<file path="src/rtl/llra_pkg.sv">
package llra_pkg;

  localparam int MAX_PES    = 8;
  localparam int PE_W       = (MAX_PES > 1) ? $clog2(MAX_PES) : 1;
  localparam int TREE_LVLS  = $clog2(MAX_PES);
  localparam int TREE_LEAVES = 1 << TREE_LVLS;

  localparam int LOAD_W     = 32;
  localparam int SLOT_W     = 20;
  localparam int ROW_W      = 20;
  localparam int ITEM_W     = 20;
  localparam int WEIGHT_W   = 16;
  localparam int PE_OUT_W   = 3;
  localparam int ACT_W      = 4;
  localparam int BLK_W      = 8;
  localparam int CMP_W      = (PE_W + 1 > ACT_W) ? PE_W + 1 : ACT_W;

  localparam int CFG_IDX_W  = 2;
  localparam int CFG_DATA_W = 8;

  localparam logic [CFG_IDX_W-1:0] CFG_ACTIVE_PES = 2'd0;
  localparam logic [CFG_IDX_W-1:0] CFG_BLOCK_ROWS = 2'd1;

  localparam logic [ACT_W-1:0]  ACTIVE_PES_RST = 4'd8;
  localparam logic [BLK_W-1:0]  BLOCK_ROWS_RST = 8'd1;
  localparam logic [LOAD_W-1:0] LOAD_MAX       = '1;

  typedef struct packed {
    logic [ITEM_W-1:0]   item_index;
    logic [WEIGHT_W-1:0] weight;
    logic                new_group;
  } in_t;

  typedef struct packed {
    logic [PE_OUT_W-1:0] pe;
    logic [SLOT_W-1:0]   slot;
    logic [ROW_W-1:0]    row_start;
    logic                load_saturated;
  } out_t;

  // one node of the argmin tree
  typedef struct packed {
    logic              vld;
    logic [LOAD_W-1:0] load;
    logic [PE_W-1:0]   idx;
  } node_t;

endpackage

</file>
<file path="src/rtl/llra_argmin.sv">
module llra_argmin (
  input  logic [llra_pkg::LOAD_W-1:0] load_i [llra_pkg::MAX_PES],
  input  logic [llra_pkg::MAX_PES-1:0] active_i,
  output logic [llra_pkg::PE_W-1:0]    best_o
);

  llra_pkg::node_t nodes [llra_pkg::TREE_LVLS+1][llra_pkg::TREE_LEAVES];

  // binary tree; left child wins ties so the lowest index is kept
  always_comb begin
    for (int lv = 0; lv <= llra_pkg::TREE_LVLS; lv++) begin
      for (int n = 0; n < llra_pkg::TREE_LEAVES; n++) begin
        nodes[lv][n] = '0;
      end
    end
    for (int i = 0; i < llra_pkg::MAX_PES; i++) begin
      nodes[0][i].vld  = active_i[i];
      nodes[0][i].load = load_i[i];
      nodes[0][i].idx  = llra_pkg::PE_W'(i);
    end
    for (int lv = 0; lv < llra_pkg::TREE_LVLS; lv++) begin
      for (int n = 0; n < (llra_pkg::TREE_LEAVES >> (lv + 1)); n++) begin
        if (nodes[lv][2*n+1].vld &&
            (!nodes[lv][2*n].vld || (nodes[lv][2*n+1].load < nodes[lv][2*n].load))) begin
          nodes[lv+1][n] = nodes[lv][2*n+1];
        end else begin
          nodes[lv+1][n] = nodes[lv][2*n];
        end
      end
    end
  end

  assign best_o = nodes[llra_pkg::TREE_LVLS][0].idx;

endmodule

</file>
<file path="src/rtl/llra_core.sv">
module llra_core (
  input  logic                        clk,
  input  logic                        rst_n,
  input  logic                        step_i,
  input  llra_pkg::in_t               item_i,
  input  logic [llra_pkg::ACT_W-1:0]  active_pes_i,
  input  logic [llra_pkg::BLK_W-1:0]  block_rows_i,
  output llra_pkg::out_t              res_o
);

  logic [llra_pkg::LOAD_W-1:0] load_r   [llra_pkg::MAX_PES];
  logic [llra_pkg::LOAD_W-1:0] load_nxt [llra_pkg::MAX_PES];
  logic [llra_pkg::SLOT_W-1:0] slot_r   [llra_pkg::MAX_PES];
  logic [llra_pkg::SLOT_W-1:0] slot_nxt [llra_pkg::MAX_PES];
  logic [llra_pkg::LOAD_W-1:0] load_eff [llra_pkg::MAX_PES];
  logic [llra_pkg::SLOT_W-1:0] slot_eff [llra_pkg::MAX_PES];
  logic [llra_pkg::MAX_PES-1:0] active;
  logic [llra_pkg::PE_W-1:0]    best;
  logic [llra_pkg::BLK_W-1:0]   blk;
  logic [llra_pkg::LOAD_W:0]    sum;
  logic                         sat;
  logic [llra_pkg::LOAD_W-1:0]  new_load;
  logic [llra_pkg::ITEM_W+llra_pkg::BLK_W-1:0] row_full;

  assign blk = (block_rows_i == '0) ? llra_pkg::BLK_W'(1) : block_rows_i;

  // new group clears everything before the pick
  always_comb begin
    for (int i = 0; i < llra_pkg::MAX_PES; i++) begin
      load_eff[i] = item_i.new_group ? '0 : load_r[i];
      slot_eff[i] = item_i.new_group ? '0 : slot_r[i];
      active[i]   = (i == 0) ||
                    (llra_pkg::CMP_W'(active_pes_i) > llra_pkg::CMP_W'(i));
    end
  end

  llra_argmin u_argmin (
    .load_i   (load_eff),
    .active_i (active),
    .best_o   (best)
  );

  assign sum      = {1'b0, load_eff[best]} + (llra_pkg::LOAD_W+1)'(item_i.weight);
  assign sat      = sum[llra_pkg::LOAD_W];
  assign new_load = sat ? llra_pkg::LOAD_MAX : sum[llra_pkg::LOAD_W-1:0];
  assign row_full = (llra_pkg::ITEM_W+llra_pkg::BLK_W)'(item_i.item_index) *
                    (llra_pkg::ITEM_W+llra_pkg::BLK_W)'(blk);

  always_comb begin
    for (int i = 0; i < llra_pkg::MAX_PES; i++) begin
      if (llra_pkg::PE_W'(i) == best) begin
        load_nxt[i] = new_load;
        slot_nxt[i] = slot_eff[i] + llra_pkg::SLOT_W'(blk);
      end else begin
        load_nxt[i] = load_eff[i];
        slot_nxt[i] = slot_eff[i];
      end
    end
  end

  always_ff @(posedge clk) begin
    if (!rst_n) begin
      for (int i = 0; i < llra_pkg::MAX_PES; i++) begin
        load_r[i] <= '0;
        slot_r[i] <= '0;
      end
    end else if (step_i) begin
      for (int i = 0; i < llra_pkg::MAX_PES; i++) begin
        load_r[i] <= load_nxt[i];
        slot_r[i] <= slot_nxt[i];
      end
    end
  end

  assign res_o.pe             = llra_pkg::PE_OUT_W'(best);
  assign res_o.slot           = slot_eff[best];
  assign res_o.row_start      = row_full[llra_pkg::ROW_W-1:0];
  assign res_o.load_saturated = sat;

endmodule

</file>
<file path="src/rtl/least_loaded_row_assigner.sv">
// the input word is held in the input reg, then its result word in the result reg
// throughput: one word per cycle unless a result word is held by out_stall; the argmin
// tree, add and load write-back are combinational, so the next item sees the loads left
// by the previous one with no bubble
// reset (rst_n low, synchronous): loads and slot counts cleared, pipeline emptied,
// active_pes back to 8 and block_rows back to 1
module least_loaded_row_assigner (
  input  logic                               clk,
  input  logic                               rst_n,
  // input words
  input  logic                               in_valid,
  output logic                               in_stall,
  input  llra_pkg::in_t                      in_data,
  // result words
  output logic                               out_valid,
  input  logic                               out_stall,
  output llra_pkg::out_t                     out_data,
  // configuration writes
  input  logic                               cfg_valid,
  output logic                               cfg_ready,
  input  logic [llra_pkg::CFG_IDX_W-1:0]     cfg_index,
  input  logic [llra_pkg::CFG_DATA_W-1:0]    cfg_data
);

  // input register stage
  logic          a_valid_r;
  llra_pkg::in_t a_data_r;
  // result register stage
  logic           out_valid_r;
  llra_pkg::out_t out_data_r;
  llra_pkg::out_t res;
  // configuration registers
  logic [llra_pkg::ACT_W-1:0] active_pes_r;
  logic [llra_pkg::BLK_W-1:0] block_rows_r;

  logic res_ready;   // result register can take a word this cycle
  logic advance;     // item in input register is assigned and moves on
  logic accept;      // new input word captured

  // result register frees up when empty or when its word is being taken
  assign res_ready = !out_valid_r || !out_stall;
  assign advance   = a_valid_r && res_ready;
  // input register is free when empty or when it moves on this cycle
  assign in_stall  = a_valid_r && !res_ready;
  assign accept    = in_valid && !in_stall;

  always_ff @(posedge clk) begin
    if (!rst_n) begin
      a_valid_r <= 1'b0;
    end else if (accept) begin
      a_valid_r <= 1'b1;
    end else if (advance) begin
      a_valid_r <= 1'b0;
    end
  end

  always_ff @(posedge clk) begin
    if (accept) begin
      a_data_r <= in_data;
    end
  end

  // assignment logic and the per-element load and slot state; state only
  // moves when an item is actually handed on, so stalls never repeat work
  llra_core u_core (
    .clk          (clk),
    .rst_n        (rst_n),
    .step_i       (advance),
    .item_i       (a_data_r),
    .active_pes_i (active_pes_r),
    .block_rows_i (block_rows_r),
    .res_o        (res)
  );

  always_ff @(posedge clk) begin
    if (!rst_n) begin
      out_valid_r <= 1'b0;
    end else if (res_ready) begin
      out_valid_r <= advance;
    end
  end

  always_ff @(posedge clk) begin
    if (advance) begin
      out_data_r <= res;
    end
  end

  assign out_valid = out_valid_r;
  assign out_data  = out_data_r;

  // configuration, always ready; unknown indexes are dropped
  assign cfg_ready = 1'b1;

  always_ff @(posedge clk) begin
    if (!rst_n) begin
      active_pes_r <= llra_pkg::ACTIVE_PES_RST;
      block_rows_r <= llra_pkg::BLOCK_ROWS_RST;
    end else if (cfg_valid && cfg_ready) begin
      case (cfg_index)
        llra_pkg::CFG_ACTIVE_PES: begin
          active_pes_r <= cfg_data[llra_pkg::ACT_W-1:0];
        end
        llra_pkg::CFG_BLOCK_ROWS: begin
          block_rows_r <= cfg_data[llra_pkg::BLK_W-1:0];
        end
        default: begin
        end
      endcase
    end
  end

endmodule

</file>
<file path="config.mk">
export PLATFORM = sky130hd
export DESIGN_NAME = least_loaded_row_assigner
export DESIGN_NICKNAME = d
export VERILOG_FILES = /design/src/rtl/llra_pkg.sv /design/src/rtl/llra_argmin.sv /design/src/rtl/llra_core.sv /design/src/rtl/least_loaded_row_assigner.sv
export SDC_FILE = /design/constraint.sdc
export NUM_CORES = 2
export LEC_CHECK = 0
export BUFFER_PORTS_ARGS = -buffer_cell sky130_fd_sc_hd__clkbuf_2
export CAP_MARGIN = 40
export CORE_ASPECT_RATIO = 0.6
export CORE_MARGIN = 2
export CORE_UTILIZATION = 30
export CTS_CLUSTER_DIAMETER = 150
export DETAILED_ROUTE_END_ITERATION = 8
export PLACE_DENSITY = 0.47
export SYNTH_ARGS = -nofsm -noshare
export SYNTH_HDL_FRONTEND = slang
export SYNTH_HIERARCHICAL = 1
export SYNTH_SLANG_ARGS = --single-unit
</file>
<file path="constraint.sdc">
create_clock -name clk -period 17.55 [get_ports clk]
set_input_delay 1.755 -clock clk [delete_from_list [all_inputs] [get_ports clk]]
set_output_delay 1.755 -clock clk [all_outputs]
set_load 0.02 [all_outputs]
</file>
==> results <==
- The flow ran to the end, and the final reports show no timing, DRC or antenna violations.
- The first global-routing pass estimated 234.5 mm of wire.
- After floorplanning, the core was sized to cover 141,800 um2.
- The largest net degree at the start of global routing is 154.
- Each instance of the synthesized netlist takes up on average 9.335 um2.
- CTS built an H-tree with a depth of 2.
- In this run the core area contains 107 standard-cell rows.
- The worst hold path class is reg2reg.
- The average detailed-routed wire length per instance is 24.29 um.
- The detailed router finished its first iteration with 4,136 violations.
- The filler cells instantiated in the layout total 14,540.
- The number of warnings reported in the yosys synthesis log is 6.
- The congestion estimate from routability-driven global placement came to 0.9481.
- STA classifies the critical path startpoint as a flop.
- Setup repair after global routing left no endpoint under its margin.
- The first detailed-routing pass took 8 iterations.
- Measured along the y axis, the die boundary spans 296.7 um.
- Of all flip-flops after synthesis, the portion carrying an async set or reset was 0.
- The number of nets with antenna violations after routing is 0.
- The worst setup path is of the reg2reg kind.
- In this run the worst path has a maximum fanout of 55.
- The gate count of the mapped netlist is 4,590.
- After routing, the total negative slack on setup checks comes to 0 ps.
- The clock tree from TritonCTS is built.
- Clock tree synthesis inserted a total of 56 buffers.
- In the global route stage, overall resource usage came out at 0.2111.
- The cell area that synthesis handed to floorplanning was 42,850 um2.
- For this run, design rule violations remaining after detail routing come to 0.
- The number of global-route vias before repair is 33,700.
- The post-CTS resize count is 0.
- The cell at the root of the clock tree is sky130_fd_sc_hd__clkbuf_16.
- The part of the cycle the worst path needs is 0.8967.
- The number of buffers on the longest clock path is 3.
- The initial antenna violation count is 0.
- The number of pins exceeding their max-slew limit in the final report is 0.
- The clock reaches the later pin of the worst-skew pair after 710 ps.
- The worst-margin pin slew is 996.8 ps.
- The worst setup path is captured at a flop.
- The clock slew seen by the registers of the worst setup and hold paths is 70 ps.
- The die covers 146,000 um2.
- The count of final hold-check violations is 0.
- The number of enable-type register cells in the synthesized netlist is 497.
- The biggest cell delay along the critical path is 780 ps.
- The area growth from synthesis to layout is 10.94%.
- The cell seen most often among critical-path stages is sky130_fd_sc_hd__buf_4.
- On the final layout, the worst clock skew is 43.88 ps.
- The dominant synthesized flop cell is sky130_fd_sc_hd__edfxtp_1.
- The number of clock sinks seen by CTS is 511.
- Input and output buffers added on the ports amount to 97.
- For the worst setup path, the data arrival time is 16,240 ps.
- The final route contains 36,400 vias.
- The number of violations of the max-capacitance limit is 0.
- For this design the top-level I/O count stands at 99.
- Of the synthesized area, sequential elements account for 0.3549.
- The fraction of final layout cells with drive strength greater than 1 is 0.09976.
- The number of buffers added for setup after CTS is 0.
- The number of setup violations in the final report is 0.
- Dividing the detail-routed via count by the number of cells gives 5.575.
- The final layout contains 5,050 nets.
- Among all stages on the critical path, the largest delay is contributed by sky130_fd_sc_hd__a222oi_1.
- The achievable frequency is 63.54 MHz.
- The post-cts hold buffer count is 0.
- The leftover overflow at the end of global routing is 0.
- The initial utilization of the core area, before any placement, comes to 0.3022.
- From left edge to right edge, the die measures 491.9 um.
- The worst pin sits at a relative slew slack of 0.3285.
- The number of register bits inferred by synthesis is 511.
- The required time at the worst-slack endpoint is 18,060 ps.
- Wires add up to 158.6 mm.
- After layout, the minimum clock period comes to 15,740 ps.
- Once detailed placement completed, the half-perimeter wirelength came to 113.6 mm.
- The netlist uses 102 different library cells.
==> cells in the mapped netlist, drive strengths merged (18+ instances only) <==
master | n | area share
clkbuf | 211 | 0.019
or3 | 55 | 0.0080
o21ai | 278 | 0.032
inv | 291 | 0.025
nand4 | 61 | 0.0091
and3 | 25 | 0.0037
a22oi | 26 | 0.0046
mux2 | 34 | 0.0089
nor2 | 321 | 0.028
nand2 | 473 | 0.041
a21oi | 391 | 0.046
mux4 | 75 | 0.039
ha | 325 | 0.095
buf | 66 | 0.0088
o211ai | 28 | 0.0049
edfxtp | 497 | 0.35
o21bai | 43 | 0.0075
nand3 | 66 | 0.0077
nor3 | 53 | 0.0063
nor2b | 343 | 0.050
or4 | 32 | 0.0057
o31ai | 18 | 0.0032
mux2i | 83 | 0.019
a211oi | 173 | 0.031
xnor2 | 86 | 0.018
a21o | 65 | 0.011
fa | 93 | 0.043
and2 | 99 | 0.014
==> layout by cell type, fill, tap and decap left out, types with 32 or more instances in the layout <==
| master | netlist | final |
|---|---|---|
| sky130_fd_sc_hd__nand2_1 | 473 | 469 |
| sky130_fd_sc_hd__o21bai_1 | 43 | 43 |
| sky130_fd_sc_hd__a21oi_1 | 388 | 388 |
| sky130_fd_sc_hd__clkbuf_2 | 1 | 96 |
| sky130_fd_sc_hd__mux4_2 | 75 | 75 |
| sky130_fd_sc_hd__edfxtp_1 | 497 | 497 |
| sky130_fd_sc_hd__a211oi_1 | 170 | 170 |
| sky130_fd_sc_hd__nor2_1 | 318 | 313 |
| sky130_fd_sc_hd__buf_4 | 8 | 88 |
| sky130_fd_sc_hd__nor2b_1 | 340 | 339 |
| sky130_fd_sc_hd__mux2_2 | 34 | 34 |
| sky130_fd_sc_hd__o21ai_1 | 32 | 32 |
| sky130_fd_sc_hd__inv_1 | 290 | 287 |
| sky130_fd_sc_hd__fa_1 | 93 | 93 |
| sky130_fd_sc_hd__and2_1 | 98 | 98 |
| sky130_fd_sc_hd__mux2i_1 | 83 | 81 |
| sky130_fd_sc_hd__o21ai_0 | 246 | 246 |
| sky130_fd_sc_hd__xnor2_1 | 86 | 86 |
| sky130_fd_sc_hd__ha_1 | 325 | 325 |
| sky130_fd_sc_hd__or3_1 | 55 | 55 |
| sky130_fd_sc_hd__nand4_1 | 60 | 60 |
| sky130_fd_sc_hd__nand3_1 | 66 | 66 |
| sky130_fd_sc_hd__a21o_1 | 65 | 65 |
| sky130_fd_sc_hd__clkbuf_16 | 0 | 56 |
| sky130_fd_sc_hd__nor3_1 | 52 | 52 |
==> flip-flops by register name (all words and copies together) (netlist names) <==
name and cells:
u_core/slot_r 160, a_data_r 37, active_pes_r 4, block_rows_r 8
out_valid 1, out_data 44, u_core/load_r 256, a_valid_r 1
==> per-stage QoR <==
stage	util	hold slack (ps)	instances	instance area, um2	worst slack (ps)
after floorplan	-	433.5	4593	42860	1797
after global placement	0.3203	496.5	6405	45400	2087
after detailed placement	0.3231	503.6	6429	45810	2304
after CTS	0.3353	512.7	6528	47530	2269
after global routing	0.3353	557.6	6528	47530	1217
final	0.3353	509.5	6529	47540	1812
==> critical path, delay by kind of cell (launching register included) <==
family	cells	cell delay [ps]
compound gates	14	4890
simple gates	13	4680
buf+inv	8	3520
fa+ha+maj	3	1100
flops	1	690
mux	2	530
==> kinds of logic after synthesis <==
logic type                 share of synthesized area
other                                      0.0001753
muxes                                        0.06775
xor gates and xnor gates                     0.02003
and+or+nand+nor                               0.1900
DFF                                           0.3549
adders and majority gates                     0.1384
AOI/OAI and AO/OA                             0.1760
buffers and inverters                        0.05285
==> path summary, 6_finish.rpt <==
kind                   start                     to  slack, ps  cells past startpoint
min          block_rows_r[0]        block_rows_r[0]        510                      2
max              a_data_r[0]  u_core/load_r[0][100]       1810                     40
max reg2reg      a_data_r[0]  u_core/load_r[0][100]       1810                     40
min reg2reg  block_rows_r[0]        block_rows_r[0]        510                      2
==> layout make-up <==
cell class / instances / area, um2 / share of cell area
Antenna cell: 1 / 2.502 / 0.00005264
Clock buffer: 72 / 1471 / 0.03095
Clock inverter: 27 / 252.7 / 0.005317
Inverter: 291 / 1094 / 0.02300
Multi-Input combinational cell: 3514 / 25520 / 0.5369
Sequential cell: 511 / 15210 / 0.3199
Tap cell: 1907 / 2386 / 0.05019
Timing Repair Buffer: 206 / 1603 / 0.03372
==> per-layer routing <==
layer | up-vias | GRT usage | routed length, um
met4 | 0 | 0.03089 | 2170
li1 | 16700 | - | -
met2 | 1397 | 0.2708 | 59370
met3 | 142 | 0.04731 | 14980
met1 | 18160 | 0.3514 | 82090
met5 | - | 0 | 0
Power is not shown: default switching activity piles up to over one toggle a cycle in this logic, so the estimate is an artifact.
